==> config.mk <==
export PLATFORM = sky130hd
export DESIGN_NAME = length_prefixed_string_indexer_unit_flat
export DESIGN_NICKNAME = d
export VERILOG_FILES = /design/src/design/lpsi_pkg.sv /design/src/design/lpsi_in_if.sv /design/src/design/lpsi_out_if.sv /design/src/design/lpsi_cfg_if.sv /design/src/design/length_prefixed_string_indexer_unit.sv /design/src/design/lpsi_parse.sv /design/src/design/lpsi_out_fifo.sv /design/src/flat_wrapper.sv
export SDC_FILE = /design/constraint.sdc
export NUM_CORES = 1
export LEC_CHECK = 0
export BUFFER_PORTS_ARGS = -buffer_cell sky130_fd_sc_hd__buf_2
export CORE_MARGIN = 10
export CORE_UTILIZATION = 60
export CTS_BUF_LIST = sky130_fd_sc_hd__clkbuf_4 sky130_fd_sc_hd__clkbuf_8
export CTS_CLUSTER_SIZE = 16
export DETAILED_ROUTE_END_ITERATION = 8
export GPL_TIMING_DRIVEN = 0
export PLACE_DENSITY = 0.89
export SLEW_MARGIN = 20
export SYNTH_ARGS = -nofsm -noshare
export SYNTH_HDL_FRONTEND = slang
export SYNTH_HIERARCHICAL = 1
export SYNTH_SLANG_ARGS = --single-unit
==> constraint.sdc <==
create_clock -name clk -period 13.65 [get_ports clk]
set_input_delay 1.365 -clock clk [delete_from_list [all_inputs] [get_ports clk]]
set_output_delay 1.365 -clock clk [all_outputs]
set_load 0.1 [all_outputs]
==> src/design/lpsi_pkg.sv <==
// shared types and constants of the length-prefixed string indexer
`default_nettype none
package lpsi_pkg;

	localparam int unsigned OFFSET_W = 16;
	localparam int unsigned POS_W = 17;
	localparam int unsigned FIFO_DEPTH = 4;
	localparam int unsigned FIFO_PTR_W = $clog2(FIFO_DEPTH);
	localparam int unsigned FIFO_CNT_W = $clog2(FIFO_DEPTH + 1);

	// parse phases
	localparam logic [1:0] PH_LEN_LO = 2'd0;
	localparam logic [1:0] PH_LEN_HI = 2'd1;
	localparam logic [1:0] PH_PAYLOAD = 2'd2;

	// result status codes
	localparam logic [1:0] ST_ENTRY = 2'd0;
	localparam logic [1:0] ST_DONE = 2'd1;
	localparam logic [1:0] ST_ERROR = 2'd2;

	// register indexes
	localparam logic [1:0] REG_START_OFFSET = 2'd0;
	localparam logic [1:0] REG_END_OFFSET = 2'd1;
	localparam logic [1:0] REG_STRING_COUNT = 2'd2;

	typedef struct packed {
		logic [OFFSET_W-1:0] start_offset;
		logic [OFFSET_W-1:0] end_offset;
		logic [OFFSET_W-1:0] string_count;
	} cfg_t;

	typedef struct packed {
		logic [OFFSET_W-1:0] string_index;
		logic [OFFSET_W-1:0] payload_offset;
		logic [1:0] status;
		logic last;
	} result_t;

	// up to two results pushed into the output queue per word
	typedef struct packed {
		logic [1:0] count;
		result_t r0;
		result_t r1;
	} push_t;

endpackage
`default_nettype wire

==> src/design/lpsi_in_if.sv <==
// byte channel into the indexer
`default_nettype none
interface lpsi_in_if;
	logic valid;
	logic ready;
	logic [7:0] data_byte;
	logic begin_req;

	modport source (output valid, output data_byte, output begin_req, input ready);
	modport sink (input valid, input data_byte, input begin_req, output ready);
endinterface
`default_nettype wire

==> src/design/lpsi_out_if.sv <==
// result channel out of the indexer
`default_nettype none
interface lpsi_out_if;
	logic valid;
	logic ready;
	logic [15:0] string_index;
	logic [15:0] payload_offset;
	logic [1:0] status;
	logic last;

	modport source (output valid, output string_index, output payload_offset,
		output status, output last, input ready);
	modport sink (input valid, input string_index, input payload_offset,
		input status, input last, output ready);
endinterface
`default_nettype wire

==> src/design/lpsi_cfg_if.sv <==
// register write channel of the indexer
`default_nettype none
interface lpsi_cfg_if;
	logic valid;
	logic ready;
	logic [1:0] index;
	logic [15:0] data;

	modport source (output valid, output index, output data, input ready);
	modport sink (input valid, input index, input data, output ready);
endinterface
`default_nettype wire

==> src/design/length_prefixed_string_indexer_unit.sv <==
// length-prefixed string indexer: one section byte per word, offset entries out
// a result word passes the input register and the result queue before it is offered
// throughput: one byte per cycle, but input stalls while the four-entry result queue has
// fewer than two free slots; a byte giving two results fills two queue slots
// reset: registers to zero, parse at length low byte, position zero, queue empty
`default_nettype none
module length_prefixed_string_indexer_unit
	import lpsi_pkg::*;
(
	input wire logic clk,
	input wire logic arst_n,
	lpsi_in_if.sink bytes,
	lpsi_out_if.source results,
	lpsi_cfg_if.sink cfg
);

	cfg_t cfg_q;
	push_t push;
	logic space_ok;

	assign cfg.ready = 1'b1;

	always_ff @(posedge clk or negedge arst_n) begin
		if (!arst_n) begin
			cfg_q <= '0;
		end else if (cfg.valid && cfg.ready) begin
			case (cfg.index)
				REG_START_OFFSET: cfg_q.start_offset <= cfg.data;
				REG_END_OFFSET: cfg_q.end_offset <= cfg.data;
				REG_STRING_COUNT: cfg_q.string_count <= cfg.data;
				default: begin
					// unmapped index, write ignored
				end
			endcase
		end
	end

	lpsi_parse u_parse (
		.clk(clk),
		.arst_n(arst_n),
		.bytes(bytes),
		.cfg(cfg_q),
		.space_ok(space_ok),
		.push(push)
	);

	lpsi_out_fifo u_out_fifo (
		.clk(clk),
		.arst_n(arst_n),
		.push(push),
		.space_ok(space_ok),
		.results(results)
	);

endmodule
`default_nettype wire

==> src/design/lpsi_parse.sv <==
// input register and single-pass parse logic with the section state
`default_nettype none
module lpsi_parse
	import lpsi_pkg::*;
(
	input wire logic clk,
	input wire logic arst_n,
	lpsi_in_if.sink bytes,
	input wire cfg_t cfg,
	input wire logic space_ok,
	output push_t push
);

	logic valid_s1;
	logic [7:0] byte_s1;
	logic begin_s1;
	logic advance;

	logic [1:0] phase_q;
	logic [POS_W-1:0] pos_q;
	logic [7:0] len_lo_q;
	logic [OFFSET_W-1:0] left_q;
	logic [OFFSET_W-1:0] done_q;
	logic fin_q;

	logic [1:0] phase_d;
	logic [POS_W-1:0] pos_d;
	logic [7:0] len_lo_d;
	logic [OFFSET_W-1:0] left_d;
	logic [OFFSET_W-1:0] done_d;
	logic fin_d;
	push_t push_d;

	assign advance = valid_s1 && space_ok;
	assign bytes.ready = !valid_s1 || space_ok;

	always_ff @(posedge clk or negedge arst_n) begin
		if (!arst_n) begin
			valid_s1 <= 1'b0;
		end else if (bytes.valid && bytes.ready) begin
			valid_s1 <= 1'b1;
		end else if (advance) begin
			valid_s1 <= 1'b0;
		end
	end

	always_ff @(posedge clk) begin
		if (bytes.valid && bytes.ready) begin
			byte_s1 <= bytes.data_byte;
			begin_s1 <= bytes.begin_req;
		end
	end

	always_comb begin
		logic [POS_W:0] pay;
		logic [POS_W:0] pay_end;
		logic [OFFSET_W-1:0] len;
		logic entry_v;
		logic final_v;
		logic final_ok;
		logic complete;
		result_t entry_r;
		result_t final_r;

		phase_d = phase_q;
		pos_d = pos_q;
		len_lo_d = len_lo_q;
		left_d = left_q;
		done_d = done_q;
		fin_d = fin_q;
		entry_v = 1'b0;
		final_v = 1'b0;
		final_ok = 1'b0;
		complete = 1'b0;
		pay = '0;
		pay_end = '0;
		len = '0;

		if (begin_s1) begin
			phase_d = PH_LEN_LO;
			pos_d = {1'b0, cfg.start_offset};
			len_lo_d = '0;
			left_d = '0;
			done_d = '0;
			fin_d = 1'b0;
		end

		if (begin_s1 && cfg.string_count == '0) begin
			final_v = 1'b1;
			final_ok = (cfg.start_offset == cfg.end_offset);
		end else if (fin_d) begin
			// section closed, byte dropped
		end else if (done_d >= cfg.string_count) begin
			final_v = 1'b1;
		end else begin
			case (phase_d)
				PH_LEN_LO: begin
					if ({1'b0, pos_d} + (POS_W+1)'(2) > {2'b00, cfg.end_offset}) begin
						final_v = 1'b1;
					end else begin
						len_lo_d = byte_s1;
						pos_d = pos_d + POS_W'(1);
						phase_d = PH_LEN_HI;
					end
				end
				PH_LEN_HI: begin
					len = {byte_s1, len_lo_d};
					pay = {1'b0, pos_d} + (POS_W+1)'(1);
					pay_end = pay + {2'b00, len};
					if (pay > (POS_W+1)'(16'hFFFF) || pay_end > {2'b00, cfg.end_offset}) begin
						final_v = 1'b1;
					end else begin
						entry_v = 1'b1;
						pos_d = pay[POS_W-1:0];
						if (len == '0) begin
							complete = 1'b1;
						end else begin
							left_d = len;
							phase_d = PH_PAYLOAD;
						end
					end
				end
				default: begin
					pos_d = pos_d + POS_W'(1);
					left_d = left_d - OFFSET_W'(1);
					if (left_d == '0) begin
						complete = 1'b1;
					end
				end
			endcase
		end

		entry_r.string_index = done_d;
		entry_r.payload_offset = pay[OFFSET_W-1:0];
		entry_r.status = ST_ENTRY;
		entry_r.last = 1'b0;

		if (complete) begin
			done_d = done_d + OFFSET_W'(1);
			phase_d = PH_LEN_LO;
			if (done_d >= cfg.string_count) begin
				final_v = 1'b1;
				final_ok = (pos_d == {1'b0, cfg.end_offset});
			end
		end

		if (final_v) begin
			fin_d = 1'b1;
		end

		final_r.string_index = '0;
		final_r.payload_offset = '0;
		final_r.status = final_ok ? ST_DONE : ST_ERROR;
		final_r.last = 1'b1;

		push_d.r1 = final_r;
		if (entry_v) begin
			push_d.r0 = entry_r;
			push_d.count = final_v ? 2'd2 : 2'd1;
		end else begin
			push_d.r0 = final_r;
			push_d.count = final_v ? 2'd1 : 2'd0;
		end
	end

	always_comb begin
		push = push_d;
		if (!advance) begin
			push.count = 2'd0;
		end
	end

	always_ff @(posedge clk or negedge arst_n) begin
		if (!arst_n) begin
			phase_q <= PH_LEN_LO;
			pos_q <= '0;
			len_lo_q <= '0;
			left_q <= '0;
			done_q <= '0;
			fin_q <= 1'b0;
		end else if (advance) begin
			phase_q <= phase_d;
			pos_q <= pos_d;
			len_lo_q <= len_lo_d;
			left_q <= left_d;
			done_q <= done_d;
			fin_q <= fin_d;
		end
	end

endmodule
`default_nettype wire

==> src/design/lpsi_out_fifo.sv <==
// small result queue: takes up to two results a cycle, gives one when the reader is ready
`default_nettype none
module lpsi_out_fifo
	import lpsi_pkg::*;
(
	input wire logic clk,
	input wire logic arst_n,
	input wire push_t push,
	output logic space_ok,
	lpsi_out_if.source results
);

	result_t mem_q [FIFO_DEPTH];
	logic [FIFO_PTR_W-1:0] wr_ptr_q;
	logic [FIFO_PTR_W-1:0] rd_ptr_q;
	logic [FIFO_CNT_W-1:0] cnt_q;
	logic pop;
	result_t head;

	assign space_ok = cnt_q <= FIFO_CNT_W'(FIFO_DEPTH - 2);
	assign head = mem_q[rd_ptr_q];
	assign pop = results.valid && results.ready;

	assign results.valid = cnt_q != '0;
	assign results.string_index = head.string_index;
	assign results.payload_offset = head.payload_offset;
	assign results.status = head.status;
	assign results.last = head.last;

	always_ff @(posedge clk) begin
		if (push.count != 2'd0) begin
			mem_q[wr_ptr_q] <= push.r0;
		end
		if (push.count == 2'd2) begin
			mem_q[wr_ptr_q + FIFO_PTR_W'(1)] <= push.r1;
		end
	end

	always_ff @(posedge clk or negedge arst_n) begin
		if (!arst_n) begin
			wr_ptr_q <= '0;
			rd_ptr_q <= '0;
			cnt_q <= '0;
		end else begin
			wr_ptr_q <= wr_ptr_q + FIFO_PTR_W'(push.count);
			if (pop) begin
				rd_ptr_q <= rd_ptr_q + FIFO_PTR_W'(1);
			end
			cnt_q <= cnt_q + FIFO_CNT_W'(push.count) - FIFO_CNT_W'(pop);
		end
	end

endmodule
`default_nettype wire
==> src/flat_wrapper.sv <==
// flat-port wrapper written by rule: the top's interface ports become plain ports
module length_prefixed_string_indexer_unit_flat import lpsi_pkg::*;
  (clk, arst_n, bytes_valid, bytes_data_byte, bytes_begin_req, bytes_ready, results_valid, results_string_index, results_payload_offset, results_status, results_last, results_ready, cfg_valid, cfg_index, cfg_data, cfg_ready);
  lpsi_in_if bytes_i ();
  lpsi_out_if results_i ();
  lpsi_cfg_if cfg_i ();
  input wire logic clk;
  input wire logic arst_n;
  input wire logic [$bits(bytes_i.valid)-1:0] bytes_valid;
  input wire logic [$bits(bytes_i.data_byte)-1:0] bytes_data_byte;
  input wire logic [$bits(bytes_i.begin_req)-1:0] bytes_begin_req;
  output wire logic [$bits(bytes_i.ready)-1:0] bytes_ready;
  output wire logic [$bits(results_i.valid)-1:0] results_valid;
  output wire logic [$bits(results_i.string_index)-1:0] results_string_index;
  output wire logic [$bits(results_i.payload_offset)-1:0] results_payload_offset;
  output wire logic [$bits(results_i.status)-1:0] results_status;
  output wire logic [$bits(results_i.last)-1:0] results_last;
  input wire logic [$bits(results_i.ready)-1:0] results_ready;
  input wire logic [$bits(cfg_i.valid)-1:0] cfg_valid;
  input wire logic [$bits(cfg_i.index)-1:0] cfg_index;
  input wire logic [$bits(cfg_i.data)-1:0] cfg_data;
  output wire logic [$bits(cfg_i.ready)-1:0] cfg_ready;
  assign bytes_i.valid = bytes_valid;
  assign bytes_i.data_byte = bytes_data_byte;
  assign bytes_i.begin_req = bytes_begin_req;
  assign bytes_ready = bytes_i.ready;
  assign results_valid = results_i.valid;
  assign results_string_index = results_i.string_index;
  assign results_payload_offset = results_i.payload_offset;
  assign results_status = results_i.status;
  assign results_last = results_i.last;
  assign results_i.ready = results_ready;
  assign cfg_i.valid = cfg_valid;
  assign cfg_i.index = cfg_index;
  assign cfg_i.data = cfg_data;
  assign cfg_ready = cfg_i.ready;
  length_prefixed_string_indexer_unit u_core (.clk(clk), .arst_n(arst_n), .bytes(bytes_i), .results(results_i), .cfg(cfg_i));
endmodule
==> flow_summary.json <==
{
  "dpl-instance-area_sq_um": 18900,
  "leakage_nw": 8.46,
  "rows": 62,
  "finalCritPeriodShare_pct": 81.9,
  "setup_slack_ns": 2.47,
  "crit_arrival_ns": 11.46,
  "ys_async_sr_fraction_pct": 43.8,
  "vias": 13800,
  "powerDensity_nw_per_um2": 228,
  "cap_viol_max_count": 0,
  "final_common_cell": "mux2_2",
  "rsz0062_at_grt": "no",
  "crit_fanout": 19,
  "syn_area_per_cell_sq_um": 11.2,
  "power_mw": 4.55,
  "critPathRequiredTime_ns": 13.93,
  "core-area_sq_um": 28900,
  "routed_via_density": 6.37,
  "fmax_mhz": 89.4,
  "status": "finished clean",
  "die_w_um": 192,
  "critPathMaxStageDelay_ns": 0.73,
  "syn2layout_area_growth_pct": 12.1,
  "reg2reg_depth": 36,
  "track_usage_pct": 28.2,
  "min-delay-start": "u_core/u_parse/done_q[10]$_DFFE_PN0P_",
  "clock_skew_ns": 0.0247,
  "yosys_most_used_dff": "edfxtp_1",
  "slew_headroom_pct": 38.8,
  "die_area_sq_um": 36900,
  "hpwl_um": 38300,
  "finalCriticalPeriod_ns": 11.18,
  "grt.met1_usage_pct": 34.6,
  "finalMaxSlewViolations": 0,
  "grt_use_met2_pct": 47.1,
  "postLayoutCellArea_sq_um": 19900,
  "hold_class": "flop to flop",
  "path_clk_slew_ns": 0.07,
  "mostFrequentLayoutCells": "189 x mux2_2, 149 x edfxtp_1, 116 x dfrtp_1",
  "numCtsBuffers": 46,
  "die_y_um": 192,
  "final_antenna_net_count": 0,
  "root_buffer": "clkbuf_8",
  "h-tree-depth": 2,
  "synth_cell_type_count": 102,
  "clk_latency_ns": 0.59,
  "ys_ff_latch": 265,
  "cts_tree": "yes",
  "grt.busiest_layer": "met2",
  "dp_slack_ns": 2.80,
  "crit_type": "flop to flop",
  "grt_util_met3_pct": 5.33,
  "port_buffers": 68,
  "synth_edf_count": 149,
  "drive_above_1_share_pct": 27.7,
  "max_slew.worst_pin.slew_ns": 0.917,
  "start_util_pct": 61.5,
  "cts_hold_buf": 0,
  "r2r-start": "u_core/u_parse/begin_s1$_DFFE_PP_",
  "cts_setup_buffers": 0,
  "ys_warn_count": 6,
  "max-vdd-ir-drop_uv": 147,
  "antenna_found_initial": 5,
  "wire_per_inst_um": 24.3,
  "grt_pass1_vias": 14200,
  "gp_congestion": 1.00,
  "num_io_pins": 70,
  "setup_viol": 0,
  "drc": 0,
  "grt_pass1_wl_um": 80700,
  "grt_max_degree": 62,
  "finalHoldViolCount": 0,
  "placed_cells": 2074,
  "synth_area_sq_um": 17800,
  "ctsLongestPathBuffers": 3,
  "drt_wl_total_um": 52500,
  "min_path_cells": 1,
  "clock_sinks": 265,
  "firstDrtPassIters": 7,
  "hold_end": "u_core/u_parse/done_q[10]$_DFFE_PN0P_",
  "rrSetupSlack_ns": 2.47,
  "cts_resized": 0,
  "seq_area_frac_synth_pct": 41.5,
  "worst_hold_slack_ns": 0.506,
  "slowest_stage": "buf_1",
  "grt_overflow_total": 0,
  "r2r_end": "u_core/u_out_fifo/mem_q[0][14]$_DFFE_PP_",
  "drtIter0Drc": 1337,
  "end_kind": "flop",
  "netlist_instances": 1586,
  "setup.worst_path.start_class": "flop",
  "num-nets-final": 1865,
  "layoutNonFillerInstCount": 2161
}
## power breakdown
| group | switching, mW | internal (mW) |
|---|---|---|
| combinational | 1.74 | 0.812 |
| clock | 0.347 | 0.461 |
| sequential | 0.159 | 1.03 |
## registers in the layout, indices dropped and copies added (netlist names), 2 cells and up
name	cells
u_core/u_parse/left_q	16
u_core/u_parse/len_lo_q	8
u_core/u_out_fifo/wr_ptr_q	2
u_core/cfg_q	48
u_core/u_parse/pos_q	17
u_core/u_out_fifo/rd_ptr_q	2
u_core/u_parse/done_q	16
u_core/u_parse/phase_q	2
u_core/u_out_fifo/cnt_q	3
u_core/u_parse/byte_s1	8
u_core/u_out_fifo/mem_q	140
## area by class of cell
class | instances | area, sq um
multi-input combinational | 1176 | 9640
clock buffer | 62 | 797
antenna | 2 | 5.00
sequential | 265 | 7380
tap | 384 | 480
fill | 2041 | 9000
timing repair buffer | 73 | 484
inverter | 73 | 274
buffer | 103 | 648
clock inverter | 23 | 233
## per-stage QoR
| stage | setup TNS (ns) | utilization [%] |
|---|---|---|
| 6_report | 0 | 68.9 |
| 5_1_grt | 0 | 68.9 |
| 4_1_cts | 0 | 68.9 |
| 3_5_place_dp | 0 | 65.3 |
| 3_3_place_gp | -18.32 | 64.7 |
| 2_1_floorplan | 0 | - |
## cell usage after synthesis, drive strengths merged (6+ instances only)
library cell	count	share of area, %
mux2	192	12
edfxtp	149	25
dfrtp	116	16
nand2	114	2.4
ha	93	6.5
nor2	87	1.9
inv	72	1.5
o21ai	68	1.9
buf	66	2.8
a21oi	64	1.8
xnor2	58	2.9
xor2	48	2.4
clkbuf	37	0.84
mux4	35	4.4
and2	33	1.2
nand3	30	0.87
nor2b	28	0.99
a22o	24	1.2
mux2i	20	1.4
a21o	19	0.80
nor3	19	0.56
nand4	18	0.67
nor4	16	0.56
a211oi	12	0.63
and3	12	0.45
o31ai	10	0.42
a31oi	9	0.40
o21a	8	0.34
nand2b	7	0.25
nand3b	7	0.34
o211ai	7	0.30
or3	7	0.25
a2111oi	6	0.37
o2111ai	6	0.30
o21bai	6	0.25
## cell families (layout without fill, tap and decap cells)
kind of cell	count (synthesis)	in the layout	synth area share (%)
buffers and inverters	176	334	5.19
muxes	247	247	17.9
DFF	265	265	41.5
AOI/OAI and AO/OA	291	291	11.5
other	3	36	0.0633
and+or+nand+nor	402	402	11.7
adders and majority gates	95	95	6.77
xor gates and xnor gates	107	107	5.35
## how the worst max path moves through the flow
stage | slack, ns | endpoint | depth (start not counted) | start
floorplan | 3.99 | u_core/u_out_fifo/mem_q[0][0]$_DFFE_PP_ | 34 | u_core/u_parse/begin_s1$_DFFE_PP_
global placement | -0.53 | u_core/u_out_fifo/mem_q[0][11]$_DFFE_PP_ | 34 | u_core/u_parse/begin_s1$_DFFE_PP_
detailed placement | 2.80 | u_core/u_out_fifo/mem_q[0][23]$_DFFE_PP_ | 36 | u_core/u_parse/begin_s1$_DFFE_PP_
CTS | 2.74 | u_core/u_out_fifo/mem_q[0][15]$_DFFE_PP_ | 36 | u_core/u_parse/begin_s1$_DFFE_PP_
global route | 2.13 | u_core/u_out_fifo/mem_q[2][15]$_DFFE_PP_ | 37 | u_core/u_parse/begin_s1$_DFFE_PP_
finish | 2.47 | u_core/u_out_fifo/mem_q[0][14]$_DFFE_PP_ | 36 | u_core/u_parse/begin_s1$_DFFE_PP_
## per-layer routing
layer  wire length [um]  share of wire, %
met5                 13             0.025
met2              25300                48
met4               2370               4.5
met3               4330               8.3
met1              20400                39
## critical path, delay by kind of cell (launching register included)
kind            cells  cell delay (ns)
compound gates     14             2.99
xor+xnor            1             0.14
fa+ha+maj           3             0.88
buf+inv            11             4.59
flops               1             0.34
simple gates        7             1.87
No activity file was read; power rests on OpenSTA's default activity.
